<file path="src/vec4_move_towards_top_assert.svh">
// Assertion macros shared by the RTL.
`ifndef VEC4_MOVE_TOWARDS_TOP_ASSERT_SVH
`define VEC4_MOVE_TOWARDS_TOP_ASSERT_SVH

// Condition implies consequence in the same cycle.
`define VMT_ASSERT_IMPL(lbl, ante, cons, msg) \
  lbl: assert property (@(posedge clk) disable iff (rst) (ante) |-> (cons)) else $error(msg);

// Condition implies consequence in the next cycle.
`define VMT_ASSERT_NEXT(lbl, ante, cons, msg) \
  lbl: assert property (@(posedge clk) disable iff (rst) (ante) |=> (cons)) else $error(msg);

`endif

</file>
<file path="src/vmt_pkg.sv">
`timescale 1ns / 1ps
package vmt_pkg;
  localparam int COMP_WIDTH_DEF = 32;
endpackage

</file>
<file path="src/vmt_div_cell.sv">
`timescale 1ns / 1ps
module vmt_div_cell #(
  parameter int W  = vmt_pkg::COMP_WIDTH_DEF,
  parameter int PW = 8
) (
  input  logic              clk,
  input  logic              rst,
  input  logic              en,
  input  logic              valid_in,
  input  logic [W+1:0]      len_in,
  input  logic [4*(W+3)-1:0] rem_in,
  input  logic [4*W-1:0]    low_in,
  input  logic [4*W-1:0]    quo_in,
  input  logic [PW-1:0]     pass_in,
  output logic              valid,
  output logic [W+1:0]      len,
  output logic [4*(W+3)-1:0] rem,
  output logic [4*W-1:0]    low,
  output logic [4*W-1:0]    quo,
  output logic [PW-1:0]     pass
);
  import vmt_pkg::*;

  logic [W+2:0] rsh  [4];
  logic [W+2:0] diff [4];
  logic [3:0]   ge;

  always_comb begin
    for (int i = 0; i < 4; i++) begin
      rsh[i]  = {rem_in[i*(W+3) +: W+2], low_in[i*W+W-1]};
      ge[i]   = rsh[i] >= {1'b0, len_in};
      diff[i] = rsh[i] - {1'b0, len_in};
    end
  end

  always_ff @(posedge clk) begin
    if (rst) begin
      valid <= 1'b0;
    end else if (en) begin
      valid <= valid_in;
    end
  end

  always_ff @(posedge clk) begin
    if (en) begin
      len  <= len_in;
      pass <= pass_in;
      for (int i = 0; i < 4; i++) begin
        rem[i*(W+3) +: W+3] <= ge[i] ? diff[i] : rsh[i];
        low[i*W +: W]       <= {low_in[i*W +: W-1], 1'b0};
        quo[i*W +: W]       <= {quo_in[i*W +: W-1], ge[i]};
      end
    end
  end
endmodule

</file>
<file path="config.mk">
export PLATFORM = sky130hd
export DESIGN_NAME = vmt_div_cell
export DESIGN_NICKNAME = d
export VERILOG_FILES = /design/src/vec4_move_towards_top_assert.svh /design/src/vmt_pkg.sv /design/src/vmt_div_cell.sv
export SDC_FILE = /design/constraint.sdc
export NUM_CORES = 1
export LEC_CHECK = 0
export BUFFER_PORTS_ARGS = -buffer_cell sky130_fd_sc_hd__buf_4
export CORE_AREA = 2 2 340 342
export CTS_CLUSTER_DIAMETER = 30
export DETAILED_ROUTE_END_ITERATION = 10
export DIE_AREA = 0 0 342 344
export GPL_TIMING_DRIVEN = 0
export PLACE_DENSITY_LB_ADDON = 0.1
export RECOVER_POWER = 50
export SYNTH_ARGS = -nofsm -noshare
export SYNTH_HDL_FRONTEND = slang
export SYNTH_SLANG_ARGS = --single-unit
</file>
<file path="constraint.sdc">
create_clock -name clk -period 8.65 [get_ports clk]
set_input_delay 1.2975 -clock clk [delete_from_list [all_inputs] [get_ports clk]]
set_output_delay 1.2975 -clock clk [all_outputs]
set_load 0.02 [all_outputs]
</file>
## Word-level counts from Yosys, hierarchy flattened

Index checks and enable logic that the tools add are counted.

| word-level totals | value |
|---|---|
| flip-flop bits (word level) | 435 |
| output and inout bits | 439 |
| logic and storage cells | 18 |

| cells by class | value |
|---|---|
| add/sub/neg operators | 4 |
| order comparisons | 4 |
| mux-type cells | 4 |

Operator list:

| cell | number |
|---|---|
| $ge A35 B34 Y1 | 4 |
| $mux W35 | 4 |
| $sub A35 B34 Y35 | 4 |

## Depth between registers and ports, before layout

Gate-level depths: netlist of the first run.

| depth | value |
|---|---|
| depth in word-level cells | 2 |
| mapped depth | 14 |
| mapped depth without buffers | 13 |

## Least setup slack after synthesis of the first run

No wires, ideal clock.

| timing path | value |
|---|---|
| path type | input-to-reg |
| from | input len_in[11] |
| to | register rem[65] (data pin) |
| library setup time | 260 ps |
| arrival | 3861 ps |
| data required time | 8390 ps |
| setup slack | 4529 ps |
| stages | 13 |
| path buffers | 2 |
| path through | inv_1 ha_1 and3_1 and4_1 o211ai_2 nand3_2 a211o_4 a41oi_4 o21a_1 o41a_1 buf_6 buf_6 mux2_4 |

| on the way | value |
|---|---|
| word-level cells in the longest chain between the ends | 2 |

RTL lines:

| element | RTL line | text |
|---|---|---|
| start: declaration | vmt_div_cell.sv:10 | `input logic [W+1:0] len_in,` |
| $sub A35 B34 Y35 / $ge A35 B34 Y1 (equally long branches) | vmt_div_cell.sv:32, vmt_div_cell.sv:31 |  |
| $mux W35 * | vmt_div_cell.sv:49 | `rem[i*(W+3) +: W+3] <= ge[i] ? diff[i] : rsh[i];` |
| end signal: indexed assignment | vmt_div_cell.sv:49 |  |
| end: declaration | vmt_div_cell.sv:17 | `output logic [4*(W+3)-1:0] rem,` |

Every way passes the cells marked *; elsewhere a longest branch is shown, timed or not.
A chain may end at the register's enable or synchronous reset.

## Worst setup path in the final report of the first run

| timing path | value |
|---|---|
| from | input en |
| to | register len[3] (enable) |

RTL lines:

| element | RTL line | text |
|---|---|---|
| start: declaration | vmt_div_cell.sv:8 | `input logic en,` |
| end signal: assignment | vmt_div_cell.sv:46 | `len <= len_in;` |
| end: declaration | vmt_div_cell.sv:16 | `output logic [W+1:0] len,` |

No word-level cell between the ends.

==> out/results.txt, run 1 <==
Ys flop type -> edfxtp_1
CTS root buf -> clkbuf_16
Register-to-Register Path Depth -> 2
Critical path's slowest cell -> clkbuf_2
Static leakage -> 14.8 nW
Vias per inst -> 4.25
Final WL -> 105 mm
WHS Endpoint -> valid
Fraction of layout cells with a size suffix above 1 -> 39.7%
Critical path's largest stage delay -> 2280 ps
HPWL after detailed placement -> 86.1 mm
Synth area leader -> edfxtp_1
Buffers & Inverters on Critical Path -> 3
# rows -> 124
Post-DRT Antenna Nets -> 0
TritonCTS clock tree -> built
Worst Max-Slew Pin Slew -> 2940 ps
Post-Layout Inst Area -> 0.0350 mm^2
Fin crit share -> 66.4%
Cell Area, Synth -> 0.0220 mm^2
# clock sinks -> 435
Worst Path Max Fanout -> 110
Post-CTS Setup Bufs -> 0
Crit end category -> flip-flop
DR vias -> 18,600
Final min period -> 5740 ps
Final hold vios -> 0
Initial Util -> 19.3%
Worst min-delay path category -> reg2reg
Synth top cells by count -> edfxtp_1, a21oi_1, ha_1, nand2_1, nor2_1
Drt drc -> 0
CP arrival -> 6060 ps
RR Startpoint -> valid
Clk Latency, worst-skew pair -> 710 ps
Routed len/inst -> 23.9 um
MaxCap Viol Count -> 3
Initial DRC count -> 814
Die ar. -> 0.118 mm^2
WHS Path Cells -> 2
Top Family by Delay on Critical Path -> buffers and inverters
Yosys reg bits -> 435
Clk buf depth -> 3
Worst R2R Setup Slack -> 8020 ps
# IOs -> 881
Final worst slack -> 2910 ps
First drt pass iteration count -> 4
Initial antenna violation count -> 35
RR Endpoint -> valid
Failing checks -> capacitance limit, slew limit
Area fraction of the dominant cell type after synthesis -> 59.2%
Nets -> 3,335
Status -> finished, violations left
Core area -> 0.114 mm^2
Area after DPL -> 0.0305 mm^2
EDFF count, synth -> 434
Most numerous cell in the Yosys netlist -> edfxtp_1
P per Cell Area -> 265 mW/mm^2
PostCTS Resize Cnt -> 0
Req. time, crit path -> 8970 ps
Synth warnings -> 0
First-pass GRT wire length -> 143 mm
Hold wc startpoint -> valid
Worst-path cell chain -> clkbuf_1, clkbuf_2, buf_16
DIE HEIGHT -> 344 um
Cells after Synth -> 1,735
Critical path type -> in2reg
Tot GR Track Use -> 17.0%
Mean post-synth cell area -> 12.7 um^2
CTS Buf Count -> 141
Sequential cell area fraction in the yosys report -> 59.3%
Startpoint Class -> input port
Rel. slew slack -> -96.0%
Yosys cell types -> 79
Die width -> 342 um
Async SR Flop Fraction -> 0%
Area contributors post-synth -> edfxtp_1, ha_1, a21oi_1, xnor2_1, a21o_1
Pins Over Slew Limit -> 263
Largest net degree at the start of global routing -> 111
Setup violations, final -> 0
Hold_buf cts -> 0
Gpl congestion -> 0.847
Area Growth Syn to Fin -> 59.2%
H-tree levels -> 4
RSZ-0062 raised after global routing -> no
Worst slack, placed -> 3060 ps
Clk_skew -> 0 ps
Setup_tns -> 0 ps
Peak VDD IR -> 0.138 mV
Total grt overflow -> 0
FILL cells -> 11,700
Peak Freq -> 174 MHz
CTS clk-pin slew, worst paths -> 40 ps
PortBufs -> 868
Vias in the first global route -> 19,500
## routing by layer
| layer | up-vias | global-route usage (%) | wire length [um] |
|---|---|---|---|
| met5 | - | 0 | 116 |
| met4 | 18 | 5.56 | 2850 |
| met3 | 205 | 5.97 | 8000 |
| met2 | 661 | 33.1 | 57400 |
| met1 | 9022 | 16.7 | 36200 |
| li1 | 8693 | - | - |
## report_power, final
part | switching [mW] | internal (mW) | total [mW]
sequential | 0.0680 | 2.61 | 2.68
combinational | 1.01 | 0.713 | 1.72
clock | 1.54 | 3.34 | 4.88
total | 2.61 | 6.66 | 9.28
## sequential cells by signal, indices dropped and copies added (netlist names)
register and count:
rem 140, quo 128, low 124, len 34
pass 8, valid 1
## logic make-up after synthesis
group	Yosys count	share of synthesized area (%)
AND/OR/NAND/NOR	347	7.37
buffers and inverters	131	2.62
multiplexers	59	3.38
other	1	0.0170
AO/OA/AOI/OAI	497	14.2
XOR/XNOR	125	4.98
adder cells (fa/ha/maj)	140	8.10
flip-flops	435	59.3
## metrics by stage
| step | util [%] | total power [mW] | hold slack (ps) | std cells |
|---|---|---|---|---|
| finish | 30.8 | 9.28 | 506 | 4380 |
| CTS | 30.9 | 9.44 | 515 | 4377 |
| floorplan | - | 3.60 | 579 | 1738 |
| detailed placement | 26.8 | 4.46 | 504 | 4122 |
| global route | 30.8 | 9.67 | 582 | 4377 |
| global placement | 26.7 | 4.48 | 489 | 4118 |
## placed cells by master, fill, tap and decap left out, drive strengths merged, types with 68 or more instances in the layout
cell,count
inv,79
nand2,108
ha,136
buf,605
xnor2,72
clkinv,70
o21ai,100
a21oi,184
edfxtp,434
a21o,68
nor2,102
clkbuf,490
## cell type report
type	instances	area [um^2]	area share, %
Clock inverter	88	983	2.81
Inverter	75	282	0.804
Clock buffer	167	3630	10.4
Tap cell	1512	1890	5.40
Multi-Input combinational cell	1172	8390	23.9
Timing Repair Buffer	872	6510	18.6
Buffer	56	294	0.839
Sequential cell	435	13100	37.3
Antenna cell	3	7.51	0.0214
## worst register-to-register path: cells and delay by family, from the launching register on
kind             cells  cell delay (ps)
multiplexers         1               70
AND/OR/NAND/NOR      1              170
flip-flops           1              320
## worst max path at each step
stage                    to  slack [ps]  cells past startpoint  startpoint
detailed placement  rem[67]        3060                     14  len_in[26]
global route        rem[37]        2480                      3          en
floorplan           rem[65]        4530                     13  len_in[11]
global placement     rem[1]        2390                      1          en
finish               len[3]        2910                      3          en
CTS                 rem[67]        3790                     14  len_in[26]
Note: power is estimated with default switching activity, not from simulation.
==> run 2, diff against run 1 <==
--- a/config.mk
+++ b/config.mk
@@ -6,10 +6,10 @@
 export NUM_CORES = 1
 export LEC_CHECK = 0
 export BUFFER_PORTS_ARGS = -buffer_cell sky130_fd_sc_hd__buf_4
-export CORE_AREA = 2 2 340 342
+export CORE_AREA = 2 2 338 340
 export CTS_CLUSTER_DIAMETER = 30
 export DETAILED_ROUTE_END_ITERATION = 10
-export DIE_AREA = 0 0 342 344
+export DIE_AREA = 0 0 340 342
 export GPL_TIMING_DRIVEN = 0
 export PLACE_DENSITY_LB_ADDON = 0.1
 export RECOVER_POWER = 50
==> constraint.sdc (replaced) <==
create_clock -name clk -period 5.1 [get_ports clk]
set_input_delay 0.765 -clock clk [delete_from_list [all_inputs] [get_ports clk]]
set_output_delay 0.765 -clock clk [all_outputs]
set_load 0.02 [all_outputs]
==> out/results.txt, run 2 (synthesized netlist as in run 1, its figures left out) <==
DR vias -> 18,700
Fin crit share -> 87.3%
Clk_skew -> 0 ps
WHS Path Cells -> 2
Worst R2R Setup Slack -> 4510 ps
Vias per inst -> 4.27
CP arrival -> 4880 ps
Clk buf depth -> 3
Worst slack, placed -> 42.8 ps
DIE HEIGHT -> 342 um
H-tree levels -> 4
Peak Freq -> 225 MHz
Rel. slew slack -> -106%
Req. time, crit path -> 5530 ps
Cell-internal power -> 11.4 mW
Final WL -> 103 mm
Initial Util -> 19.5%
Overall power -> 15.8 mW
Crit end category -> flip-flop
Clock share of power -> 53.0%
Setup violations, final -> 0
Status -> finished, violations left
Total grt overflow -> 0
Failing checks -> capacitance limit, slew limit
Final hold vios -> 0
Peak VDD IR -> 0.251 mV
Clk Latency, worst-skew pair -> 710 ps
Hold_buf cts -> 0
First drt pass iteration count -> 6
Worst Max-Slew Pin Slew -> 3090 ps
WHS Endpoint -> valid
TritonCTS clock tree -> built
Area Growth Syn to Fin -> 58.7%
Register-to-Register Path Depth -> 2
Commonest non-fill, non-tap cells in the layout -> buf_4, edfxtp_1, clkbuf_4
Placed insts -> 4,121
Largest net degree at the start of global routing -> 119
RSZ-0062 raised after global routing -> no
Core area -> 0.113 mm^2
Die ar. -> 0.116 mm^2
PortBufs -> 868
CTS Buf Count -> 141
Vias in the first global route -> 19,500
CTS clk-pin slew, worst paths -> 40 ps
Fraction of layout cells with a size suffix above 1 -> 38.8%
Most common cell after layout, fill and taps aside -> buf_4
FILL cells -> 11,600
Critical path type -> in2reg
PostCTS Resize Cnt -> 0
Pins Over Slew Limit -> 114
P_sw -> 4.43 mW
# clock sinks -> 435
RR Endpoint -> valid
Nets -> 3,334
Routed len/inst -> 23.6 um
Gpl congestion -> 0.855
Largest register FFs -> 140
Initial DRC count -> 824
CTS root buf -> clkbuf_16
Static leakage -> 14.7 nW
Drt drc -> 0
Final worst slack -> 650 ps
Die width -> 340 um
Initial antenna violation count -> 34
RR Startpoint -> valid
Gate power share -> 18.3%
First-pass GRT wire length -> 143 mm
MaxCap Viol Count -> 1
Post-DRT Antenna Nets -> 0
HPWL after detailed placement -> 84.8 mm
Top Registers -> rem x140, quo x128, low x124
Hold wc startpoint -> rst
Final Non-Filler Cells -> 4,376
Setup_tns -> 0 ps
Sequential share of power -> 28.7%
Tot GR Track Use -> 17.2%
Switching share of power -> 28.1%
Final min period -> 4450 ps
Top reg by flops -> rem
Post-CTS Setup Bufs -> 0
Startpoint Class -> input port
# rows -> 124
Worst Path Max Fanout -> 5
P per Cell Area -> 453 mW/mm^2
Worst min-delay path category -> in2reg
# IOs -> 881
==> run 2: changes by cell type in the layout (fill, tap and decap cells not counted), sizes merged, moves of 5 or more <==
cell / delta
buf: -44
clkbuf: +40
clkinv: -11
clkinvlp: +5
==> run 2: worst max path at each step <==
stage	from	endpoint	cells past startpoint
after global routing	en	rem[123]	2
after CTS	len_in[26]	rem[68]	14
after global placement	en	valid	3
final	len_in[0]	rem[63]	13
after floorplan	len_in[11]	rem[65]	13
after detailed placement	len_in[26]	rem[68]	14
==> run 2: power by group through the flow <==
stage               combinational [mW]  sequential (mW)  clock, mW
finish                            2.89             4.54       8.38
global route                      3.12             4.57       8.77
CTS                               3.00             4.54       8.58
detailed placement                2.98             4.59          0
global placement                  2.98             4.62          0
floorplan                         1.05             5.06          0
==> run 2: routing by layer <==
metal | GRT usage, % | share of wire [%] | vias to the layer above | wire length (um)
li1 | - | - | 8684 | -
met2 | 33.3 | 55 | 714 | 57000
met1 | 17.0 | 35 | 9082 | 36300
met5 | 0 | 0.084 | - | 87
met4 | 5.56 | 2.8 | 12 | 2880
met3 | 5.67 | 6.9 | 204 | 7170
==> run 2: layout make-up <==
| class | count | area (um^2) | share of cell area, % |
|---|---|---|---|
| flip-flops and latches | 435 | 13100 | 37.4 |
| multi-input cells | 1172 | 8390 | 24.0 |
| repair buffers | 871 | 6350 | 18.2 |
| clock buffers | 164 | 3610 | 10.4 |
| well taps | 1512 | 1890 | 5.42 |
| clock inverters | 86 | 1030 | 2.95 |
| plain buffers | 56 | 294 | 0.842 |
| inverters | 75 | 282 | 0.806 |
| diodes | 5 | 12.5 | 0.0358 |
==> run 2: per-stage QoR <==
stage          cell area (um^2)  utilization [%]  hold WS (ps)
3_3_place_gp              30400             26.9           488
6_report                  34900             30.9           212
5_1_grt                   34900             30.9           156
4_1_cts                   35200             31.1           133
3_5_place_dp              30500             27.0           498
2_1_floorplan             22000                -           579
==> run 2: critical path, cell delays in order <==
cell and delay [ps]:
clkbuf_1 460, ha_1 270, inv_1 50, fa_1 420, a211oi_1 270, o21bai_1 110
a21oi_1 400, o21a_1 210, o21ai_1 220, a311oi_1 980, o21bai_1 250, xor2_1 200
mux2_4 280
