### src/vec4_move_towards_top_assert.svh
// Assertion macros shared by the RTL.
`ifndef VEC4_MOVE_TOWARDS_TOP_ASSERT_SVH
`define VEC4_MOVE_TOWARDS_TOP_ASSERT_SVH

// Condition implies consequence in the same cycle.
`define VMT_ASSERT_IMPL(lbl, ante, cons, msg) \
  lbl: assert property (@(posedge clk) disable iff (rst) (ante) |-> (cons)) else $error(msg);

// Condition implies consequence in the next cycle.
`define VMT_ASSERT_NEXT(lbl, ante, cons, msg) \
  lbl: assert property (@(posedge clk) disable iff (rst) (ante) |=> (cons)) else $error(msg);

`endif

### src/vmt_pkg.sv
`timescale 1ns / 1ps
package vmt_pkg;
  localparam int COMP_WIDTH_DEF = 32;
endpackage

### src/vmt_sqrt_cell.sv
`timescale 1ns / 1ps
module vmt_sqrt_cell #(
  parameter int N  = vmt_pkg::COMP_WIDTH_DEF + 2,
  parameter int PW = 8
) (
  input  logic            clk,
  input  logic            rst,
  input  logic            en,
  input  logic            valid_in,
  input  logic [2*N-1:0]  rad_in,
  input  logic [N+1:0]    rem_in,
  input  logic [N-1:0]    root_in,
  input  logic [PW-1:0]   pass_in,
  output logic            valid,
  output logic [2*N-1:0]  rad,
  output logic [N+1:0]    rem,
  output logic [N-1:0]    root,
  output logic [PW-1:0]   pass
);
  import vmt_pkg::*;

  logic [N+1:0] rsh, trial, diff;
  logic         ge;

  always_comb begin
    rsh   = {rem_in[N-1:0], rad_in[2*N-1:2*N-2]};
    trial = {root_in, 2'b01};
    ge    = rsh >= trial;
    diff  = rsh - trial;
  end

  always_ff @(posedge clk) begin
    if (rst) begin
      valid <= 1'b0;
    end else if (en) begin
      valid <= valid_in;
    end
  end

  always_ff @(posedge clk) begin
    if (en) begin
      rad  <= {rad_in[2*N-3:0], 2'b00};
      rem  <= ge ? diff : rsh;
      root <= {root_in[N-2:0], ge};
      pass <= pass_in;
    end
  end
endmodule

### config.mk
export PLATFORM = sky130hd
export DESIGN_NAME = vmt_sqrt_cell
export DESIGN_NICKNAME = d
export VERILOG_FILES = /design/src/vec4_move_towards_top_assert.svh /design/src/vmt_pkg.sv /design/src/vmt_sqrt_cell.sv
export SDC_FILE = /design/constraint.sdc
export NUM_CORES = 1
export LEC_CHECK = 0
export BUFFER_PORTS_ARGS = -buffer_cell sky130_fd_sc_hd__buf_2
export CAP_MARGIN = 30
export CORE_ASPECT_RATIO = 1.2
export CORE_UTILIZATION = 50
export CTS_CLUSTER_SIZE = 24
export DETAILED_ROUTE_END_ITERATION = 6
export PLACE_DENSITY_LB_ADDON = 0.1
export RECOVER_POWER = 100
export SYNTH_ARGS = -nofsm -noshare
export SYNTH_HDL_FRONTEND = slang
export SYNTH_SLANG_ARGS = --single-unit
### constraint.sdc
create_clock -name clk -period 9.4 [get_ports clk]
set_clock_uncertainty 0.05 [all_clocks]
set_input_delay 1.88 -clock clk [delete_from_list [all_inputs] [get_ports clk]]
set_output_delay 1.88 -clock clk [all_outputs]
set_load 0.02 [all_outputs]
# Word level (Yosys, flattened, before mapping)
# Cells that the tools add are included.
[word_totals] reg_bits=145 inputBits=150 elab_cells=8
[classes] addsub=1 magnitude_cmp=1 mux=1
[op_table] operator="greater-or-equal comparator 36 bit" n=1
[op_table] operator="2-to-1 mux 36 bit" n=1
[op_table] operator="subtractor 36 bit" n=1

# Longest topological paths before layout
# Gate-level depths: netlist of the first run.
[logic_depth] depth_word=2 depth_mapped=13 depth_no_buf=11

# Least setup slack after synthesis of the first run
# No wires, ideal clock.
[synth_path] kind="input to register" startpoint="input root_in[0]" endpoint="register rem[10], data pin" setup_time_ns=0.260 t_arrival_ns=4.277 required_time_ns=9.090 path_slack_ns=4.813 stages=12 path_cell_list="inv_1 ha_1 nor2b_1 o31a_1 o31ai_2 and2b_1 o21ai_2 a211oi_4 a221oi_2 o22ai_4 buf_6 mux2_2"
[synth_via] elab_chain_len=2
[synth_lines] item="start: declaration" line_no="vmt_sqrt_cell.sv:12" rtl="input logic [N-1:0] root_in,"
[synth_lines] item="subtractor 36 bit / greater-or-equal comparator 36 bit (equally long branches)" line_no="vmt_sqrt_cell.sv:29, vmt_sqrt_cell.sv:28"
[synth_lines] item="2-to-1 mux 36 bit *" line_no="vmt_sqrt_cell.sv:43" rtl="rem <= ge ? diff : rsh;"
[synth_lines] item="end signal: assignment" line_no="vmt_sqrt_cell.sv:43"
[synth_lines] item="end: declaration" line_no="vmt_sqrt_cell.sv:16" rtl="output logic [N+1:0] rem,"
# Every way passes the cells marked *; elsewhere a longest branch is shown, timed or not.
# A chain may end at the register's enable or synchronous reset.

# Worst setup path after layout of the first run
[layout_path] startpoint="input rem_in[15]" endpoint="register rem[13], data pin"
[layout_via] elab_chain_len=2
[layout_lines] item="start: declaration" line_no="vmt_sqrt_cell.sv:11" rtl="input logic [N+1:0] rem_in,"
[layout_lines] item="greater-or-equal comparator 36 bit" line_no="vmt_sqrt_cell.sv:28" rtl="ge = rsh >= trial;"
[layout_lines] item="2-to-1 mux 36 bit" line_no="vmt_sqrt_cell.sv:43"
# No other way between the ends.

==> flow_summary.ini, run 1 <==
[outcome]
status = finished, violations left
violations = capacitance limit, slew limit

[clock_tree]
cts_tree = built
cts_hold_buf = 0
insertion_delay_ns = 0.41
cts_setup_buffers = 0
numCtsBuffers = 17
max-clock-path-buffers = 2
post_cts_resized = 0
cts_root_buffer = clkbuf_16
cts_sinks = 145
htreeDepth = 4
clk_pin_slew_ns = 0.06

[setup_path]
crit_slowest_cell = o22ai_1
critPathArrivalTime_ns = 6.78
crit_path_start = rem_in[15]
slowest_delay_ns = 1.82
cp_common_cell = a211oi_1
worstPathCellList = buf_2 > ha_1 > a21o_1 > a211oi_1 > o21ai_0 > a31oi_1 > nor2_1 > a211oi_1 > a221oi_2 > o22ai_1 > buf_4 > mux2_2
rrSetupSlack_ns = 8.72
critPathCaptureType = register
r2r_end = valid$_SDFFE_PP0P_
r2r_cells = 2
timing.rr.start = valid$_SDFFE_PP0P_
crit_type = in2reg
worstSetupEndpoint = rem[13]$_DFFE_PP_
cp.required_ns = 9.51
cp-start-kind = input pin
crit_fanout = 23

[floorplan]
pin_count = 297
die-area_mm2 = 0.01437
die_x_um = 109.6
die_y_um = 131.1
start_util_pct = 51.80
core_area_mm2 = 0.01341
rows = 46

[cells_and_area]
nNetsFinal = 994
syn2layout_area_growth_pct = 28.08
drive_above_1_share_pct = 23.87
final_util_pct = 66.35
fin_area_mm2 = 0.008897

[synthesis]
postSynth.asyncResetShare_pct = 0
avgSynthCellArea_um2 = 13.70
yosys.cell_types.count = 60
synth-edff-count = 144
synth_seq_cells = 145
yosys.area_share.adder_pct = 6.484
yosysTopAreaCellShare_pct = 62.25
muxShareOfSynthArea_pct = 5.908
netlist_instances = 507
yosysSeqAreaShare_pct = 62.54
synth_xor_xnor_area_share_pct = 4.035
synthTopCellsByArea = edfxtp_1 62%, ha_1 6.5%, mux2_2 4.4%
synth_common_cells = 144 x edfxtp_1, 47 x inv_1, 36 x ha_1, 34 x a21oi_1, 27 x mux2_2
synth_most_common_cell = edfxtp_1
synth_top_family_by_area = compound AO/OA/AOI/OAI gates
ys.flop_type = edfxtp_1
yosysTopAreaCell = edfxtp_1
yosysWarnings = 0
synth_area_mm2 = 0.006947
synth_compound_area_share_pct = 11.47
yosys.area_share.simple_pct = 5.764

[power_and_ir_drop]
pwr_density_cell_mw_per_mm2 = 203.7
p_leak_nw = 3.636
p_total_mw = 1.813
vdd_drop_max_mv = 0.1273

[global_route]
grt_pass1_vias = 5214
groute.usage.overall_pct = 23.42
grt_max_degree = 79
grt_overflow = 0
grt_pass1_wl_um = 25390
antenna_found_initial = 2

[timing]
fmax_ghz = 0.1500
max_slew_margin_pct = -144.6
min_period_over_period_pct = 70.92
fin_crit_ns = 6.666
finalSetupViolations = 0
finalSetupTns_ns = 0
setup_slack_ns = 2.734
rsz0062_at_grt = no
hold_violations = 0
drv_slew = 93
worst_pin_slew_ns = 3.669

[route]
first_iter_violations = 262
first_pass_iters = 4
drc = 0
wirelength_um = 17070
viasPerCell = 5.267
drtAntennaViolNets = 0
vias = 5220
wl_per_cell_um = 17.22

[placed_design]
numPortBuffers = 292
dp_slack_ns = 3.802
globalplace.congestion = 0.9120
dp_hpwl_um = 13080
placed_area_mm2 = 0.008559

[run]
maxCapViolations = 2

[worst_hold_path]
hold_class = reg2reg
## how the worst min path moves through the flow
stage | cells past startpoint | endpoint | slack, ns | from
floorplan | 2 | valid$_SDFFE_PP0P_ | 0.53 | valid$_SDFFE_PP0P_
global placement | 2 | valid$_SDFFE_PP0P_ | 0.42 | valid$_SDFFE_PP0P_
detailed placement | 2 | valid$_SDFFE_PP0P_ | 0.50 | valid$_SDFFE_PP0P_
finish | 2 | valid$_SDFFE_PP0P_ | 0.50 | valid$_SDFFE_PP0P_
global route | 2 | valid$_SDFFE_PP0P_ | 0.55 | valid$_SDFFE_PP0P_
CTS | 2 | valid$_SDFFE_PP0P_ | 0.50 | valid$_SDFFE_PP0P_
## placed cells by master (no fill, tap or decap), types with 3 or more instances in the layout
cell and instances:
clkbuf_16 17, nand2b_1 3, a21o_1 17, o21ai_0 20, a211oi_1 3, buf_2 130, a31oi_1 6, edfxtp_1 144
ha_1 36, o31a_1 3, xnor2_1 20, a21oi_1 34, xor2_1 12, clkbuf_1 164, mux2_1 5, mux2i_1 5
inv_1 47, nand4_1 5, o21bai_1 4, nand2_1 21, clkinvlp_4 3, nand3_1 6, or3_1 3, nor3_1 3
mux2_2 27, o21a_1 5, nor2_1 25
## kinds of logic (layout without fill, tap and decap cells)
group	after synthesis	in the layout
adder cells (fa/ha/maj)	36	36
flip-flops	145	145
AO/OA/AOI/OAI	115	115
buffers and inverters	60	373
other	1	4
XOR/XNOR	32	32
multiplexers	37	37
AND/OR/NAND/NOR	81	81
## per-layer routing
layer	up-vias	wire (µm)	track usage, %
met2	244	8671	41.40
met4	0	595	12.74
met1	2426	6448	24.22
li1	2502	-	-
met3	48	1353	6.944
met5	-	0	0
## report_power, final
group | total [mW] | switching, mW | internal (mW)
Combinational | 0.364 | 0.232 | 0.132
Sequential | 0.802 | 0.0161 | 0.786
Clock | 0.646 | 0.256 | 0.390
## critical path, delay by kind of cell
kind            cells  cell delay [ns]
buf+inv             2             0.61
fa+ha+maj           1             0.40
mux                 1             0.37
simple gates        1             0.07
compound gates      7             3.43
## sequential cells by signal (all words and copies together), names as in the netlist
name	cells
pass	8
rad	66
rem	36
root	34
valid	1
## final cells by class
type / count / area, µm²
Timing Repair Buffer: 294 / 1274
Antenna cell: 2 / 5.005
Inverter: 47 / 176.4
Multi-Input combinational cell: 303 / 2320
Clock inverter: 13 / 135.1
Fill cell: 1109 / 4513
Sequential cell: 145 / 4344
Tap cell: 168 / 210.2
Clock buffer: 19 / 432.9
## per-stage QoR
| stage | hold WS (ns) | cells |
|---|---|---|
| final | 0.4996 | 991 |
| after global routing | 0.5504 | 991 |
| after CTS | 0.5042 | 989 |
| after detailed placement | 0.4960 | 957 |
| after global placement | 0.4193 | 957 |
| after floorplan | 0.5288 | 508 |
No activity file was read; power rests on OpenSTA's default activity.
==> run 2: changes to the inputs <==
--- a/config.mk
+++ b/config.mk
@@ -8,7 +8,7 @@
 export BUFFER_PORTS_ARGS = -buffer_cell sky130_fd_sc_hd__buf_2
 export CAP_MARGIN = 30
 export CORE_ASPECT_RATIO = 1.2
-export CORE_UTILIZATION = 50
+export CORE_UTILIZATION = 44
 export CTS_CLUSTER_SIZE = 24
 export DETAILED_ROUTE_END_ITERATION = 6
 export PLACE_DENSITY_LB_ADDON = 0.1
==> constraint.sdc (replaced) <==
create_clock -name clk -period 6.1 [get_ports clk]
set_clock_uncertainty 0.05 [all_clocks]
set_input_delay 1.22 -clock clk [delete_from_list [all_inputs] [get_ports clk]]
set_output_delay 1.22 -clock clk [all_outputs]
set_load 0.02 [all_outputs]
==> flow_summary.ini, run 2 (synthesized netlist as in run 1, its figures left out) <==
[cells_and_area]
num-fill-cells = 1382
nNetsFinal = 994
multi_input_area_mm2 = 0.002318
fin_area_mm2 = 0.008959
top_regs = rad (66), rem (36), root (34)
final_cell_mix = 167 x clkbuf_1, 144 x edfxtp_1, 125 x buf_2
ff_latch_area_mm2 = 0.004344
finalNonFillerCells = 1028
syn2layout_area_growth_pct = 28.96
largest_register_ffs = 66
top_register = rad
drive_above_1_share_pct = 23.39
layout_commonest_cell = clkbuf_1

[placed_design]
dp_hpwl_um = 12940
dp_slack_ns = 1.364
globalplace.congestion = 0.9066
placed_area_mm2 = 0.008617
numPortBuffers = 292
placed_cells = 993

[global_route]
antenna_found_initial = 3
grt_max_degree = 96
grt_overflow = 0
grt_pass1_vias = 5169
groute.usage.overall_pct = 20.69
grt_pass1_wl_um = 25580

[outcome]
violations = capacitance limit, slew limit
status = finished, violations left

[route]
vias = 5127
first_pass_iters = 4
wirelength_um = 17060
drtAntennaViolNets = 0
first_iter_violations = 264
viasPerCell = 4.987
drc = 0
wl_per_cell_um = 16.60

[setup_path]
crit_path_start = rem_in[0]
crit_fanout = 21
worstSetupEndpoint = rem[6]$_DFFE_PP_
critPathCaptureType = register
cp-start-kind = input pin
rrSetupSlack_ns = 5.46
r2r_cells = 2
crit_type = in2reg
critPathArrivalTime_ns = 4.97
r2r_end = valid$_SDFFE_PP0P_
timing.rr.start = valid$_SDFFE_PP0P_
cp.required_ns = 6.22

[power_and_ir_drop]
combPwrFrac_pct = 20.1
seqPwrFrac_pct = 44.2
pwr_density_cell_mw_per_mm2 = 311.4
vdd_drop_max_mv = 0.1384
p_total_mw = 2.790
p_int_mw = 1.958
power.switching_fraction_pct = 29.83
p_leak_nw = 3.640
power.share.clock_pct = 35.6
p_switching_mw = 0.8321

[clock_tree]
cts_sinks = 145
clk_pin_slew_ns = 0.06
cts_tree = built
numCtsBuffers = 17
cts_root_buffer = clkbuf_16
cts_setup_buffers = 0
htreeDepth = 4
insertion_delay_ns = 0.41
post_cts_resized = 0
cts_hold_buf = 0
max-clock-path-buffers = 2

[timing]
max_slew_margin_pct = -67.30
rsz0062_at_grt = no
finalSetupViolations = 0
min_period_over_period_pct = 79.58
worst_pin_slew_ns = 2.509
drv_slew = 52
setup_slack_ns = 1.245
fmax_ghz = 0.2060
hold_violations = 0
fin_crit_ns = 4.855
finalSetupTns_ns = 0

[floorplan]
die_y_um = 139.6
pin_count = 297
die-area_mm2 = 0.01630
start_util_pct = 45.69
die_x_um = 116.7
core_area_mm2 = 0.01520
rows = 49

[run]
maxCapViolations = 1

[worst_hold_path]
hold_class = reg2reg
==> run 2: cell types whose count changed in the layout (fill, tap and decap cells not counted), moves of 2 or more <==
cell and delta:
buf_2 -5, clkbuf_1 +3, inv_6 +3, inv_8 +3, buf_4 -2, bufinv_16 -2, clkinv_1 -2, clkinv_2 -2
clkinv_8 +2, clkinvlp_4 -2
==> run 2: worst min-delay path by stage <==
stage,start,end,slack [ns],cells after the start
after global routing,valid$_SDFFE_PP0P_,valid$_SDFFE_PP0P_,0.51,2
after CTS,valid$_SDFFE_PP0P_,valid$_SDFFE_PP0P_,0.47,2
after detailed placement,valid$_SDFFE_PP0P_,valid$_SDFFE_PP0P_,0.45,2
after floorplan,valid$_SDFFE_PP0P_,valid$_SDFFE_PP0P_,0.53,2
final,valid$_SDFFE_PP0P_,valid$_SDFFE_PP0P_,0.47,2
after global placement,valid$_SDFFE_PP0P_,valid$_SDFFE_PP0P_,0.42,2
==> run 2: layer usage <==
layer / vias to the layer above / global-route usage [%] / routed length (µm)
li1: 2509 / - / -
met2: 232 / 36.72 / 8766
met1: 2346 / 21.71 / 6421
met3: 40 / 5.836 / 1394
met4: 0 / 11.13 / 477
met5: - / 0 / 0
==> run 2: worst max-delay path, stage by stage <==
cell and delay, ns:
buf_2 0.11, ha_1 0.36, nor2b_1 0.18, o31a_1 0.27, o31ai_1 0.31, and2b_1 0.21
o21ai_0 0.19, a211oi_1 0.63, a221oi_1 0.24, o22ai_4 0.61, buf_12 0.26, mux2_2 0.36
==> run 2: layout make-up <==
cell class,count,area share [%]
Tap cell,204,2.849
Clock inverter,14,1.606
Multi-Input combinational cell,303,25.88
Sequential cell,145,48.49
Clock buffer,18,4.791
Inverter,47,1.969
Antenna cell,3,0.08380
Timing Repair Buffer,294,14.33
==> run 2: power by group through the flow <==
stage | registers, mW | clock network, mW | logic (mW)
2_1_floorplan | 1.38 | 0 | 0.251
3_3_place_gp | 1.25 | 0 | 0.585
3_5_place_dp | 1.25 | 0 | 0.592
4_1_cts | 1.23 | 1.02 | 0.595
5_1_grt | 1.24 | 1.06 | 0.611
6_report | 1.23 | 0.995 | 0.561
==> run 2: stage by stage <==
stage | util (%) | hold WS (ns)
final | 58.92 | 0.4658
after global routing | 58.92 | 0.5125
after floorplan | - | 0.5288
after global placement | 56.67 | 0.4211
after detailed placement | 56.67 | 0.4510
after CTS | 60.44 | 0.4678
==> run 3: changes to the inputs <==
==> constraint.sdc (replaced) <==
create_clock -name clk -period 4.1 [get_ports clk]
set_clock_uncertainty 0.05 [all_clocks]
set_input_delay 0.82 -clock clk [delete_from_list [all_inputs] [get_ports clk]]
set_output_delay 0.82 -clock clk [all_outputs]
set_load 0.02 [all_outputs]
==> flow_summary.ini, run 3 (synthesized netlist as in run 1, its figures left out) <==
[outcome]
status = finished, violations left
violations = capacitance limit, slew limit

[global_route]
grt_pass1_vias = 5201
groute.usage.overall_pct = 20.85
grt_pass1_wl_um = 25700
grtUsageMet2_pct = 36.75
use_met3_pct = 7.143
grt_max_degree = 77
grt_overflow = 0
top_usage_layer = met2
antenna_found_initial = 2
met1_usage_pct = 21.66

[clock_tree]
max-clock-path-buffers = 2
cts_root_buffer = clkbuf_16
clk_pin_slew_ns = 0.06
numCtsBuffers = 17
cts_hold_buf = 0
insertion_delay_ns = 0.42
post_cts_resized = 0
cts_setup_buffers = 0
cts_tree = built
cts_sinks = 145
htreeDepth = 4

[cells_and_area]
layout_commonest_cell = clkbuf_1
ff_latch_area_mm2 = 0.004344
nNetsFinal = 998
num-fill-cells = 1369
final_cell_mix = 164 x clkbuf_1, 144 x edfxtp_1, 127 x buf_2
top_register = rad
drive_above_1_share_pct = 24.39
top_regs = rad (66), rem (36), root (34)
largest_register_ffs = 66
syn2layout_area_growth_pct = 29.38
multi_input_area_mm2 = 0.002333

[floorplan]
start_util_pct = 45.69
die-area_mm2 = 0.01630
die_x_um = 116.7
rows = 49
die_y_um = 139.6
core_area_mm2 = 0.01520
pin_count = 297

[placed_design]
dp_hpwl_um = 13080
numPortBuffers = 292
globalplace.congestion = 0.9252

[timing]
drv_slew = 71
fin_crit_ns = 3.571
finalSetupTns_ns = 0
finalSetupViolations = 0
hold_violations = 0
fmax_ghz = 0.2801
min_period_over_period_pct = 87.09
worst_pin_slew_ns = 1.792
max_slew_margin_pct = -19.44
rsz0062_at_grt = no

[setup_path]
crit_fanout = 6
crit_type = in2reg
slowest_delay_ns = 0.46
worstPathCellList = clkbuf_1 > inv_1 > ha_1 > a21o_1 > a31oi_1 > o211a_1 > o21ai_2 > a2bb2oi_2 > a311o_1 > nor4b_1 > or3_1 > mux2_2
critPathCaptureType = register
crit_slowest_cell = a311o_1
cp-start-kind = input pin
cp.required_ns = 4.22
critPathArrivalTime_ns = 3.69

[power_and_ir_drop]
vdd_drop_max_mv = 0.2730
p_leak_nw = 3.647
p_total_mw = 4.108
pwr_density_cell_mw_per_mm2 = 457.1

[route]
wirelength_um = 16880
drc = 0
drtAntennaViolNets = 0
wl_per_cell_um = 16.39
viasPerCell = 4.963
vias = 5112
first_iter_violations = 250
first_pass_iters = 5

[worst_hold_path]
hold_class = reg2reg

[run]
maxCapViolations = 1
[run 3: changes by cell type in the layout (fill, tap and decap cells not counted), moves of 2 or more]
cell        delta
clkinvlp_4     +4
clkbuf_1       -3
clkinv_8       -2
buf_2          +2
buf_4          +3
[run 3: per-stage QoR]
stage / util (%) / setup slack (ns) / area [µm²] / std cells / hold slack (ns)
floorplan: - / 0.5728 / 6950 / 508 / 0.5288
global placement: 57.04 / 0.2571 / 8672 / 997 / 0.4212
detailed placement: 57.04 / 0.2079 / 8672 / 997 / 0.4470
CTS: 60.63 / 0.6423 / 9219 / 1028 / 0.4717
global route: 59.11 / 0.3976 / 8987 / 1030 / 0.4878
finish: 59.11 / 0.5292 / 8987 / 1030 / 0.4726
[run 3: worst paths after layout]
kind	start	end	slack (ns)	depth (start not counted)
worst min-delay path	valid$_SDFFE_PP0P_	valid$_SDFFE_PP0P_	0.47	2
worst max-delay path	root_in[8]	rem[35]$_DFFE_PP_	0.53	12
worst min register to register	valid$_SDFFE_PP0P_	valid$_SDFFE_PP0P_	0.47	2
worst max register to register	valid$_SDFFE_PP0P_	valid$_SDFFE_PP0P_	3.45	2
[run 3: cell type report]
type | instances | share of cell area [%]
Antenna cell | 2 | 0.05569
Clock buffer | 17 | 4.733
Clock inverter | 14 | 1.350
Inverter | 47 | 1.963
Multi-Input combinational cell | 303 | 25.96
Sequential cell | 145 | 48.34
Tap cell | 204 | 2.840
Timing Repair Buffer | 298 | 14.76
[run 3: metal layers]
metal  vias to the layer above  part of all wire (%)
li1                       2515                     -
met1                      2315                    37
met2                       247                    52
met3                        35                   8.8
met4                         0                   2.9
met5                         -                     0
[run 3: critical path: cells and delay by family]
family / cells / cell delay (ns)
AND/OR/NAND/NOR: 2 / 0.56
adder cells (fa/ha/maj): 1 / 0.36
AO/OA/AOI/OAI: 6 / 1.48
multiplexers: 1 / 0.27
buffers and inverters: 2 / 0.19
[run 3: power by group]
group	total (mW)	internal [mW]	leakage [nW]	switching, mW
clock network	1.42	0.788	0.253	0.637
logic	0.847	0.314	1.98	0.533
registers	1.84	1.80	1.42	0.0358
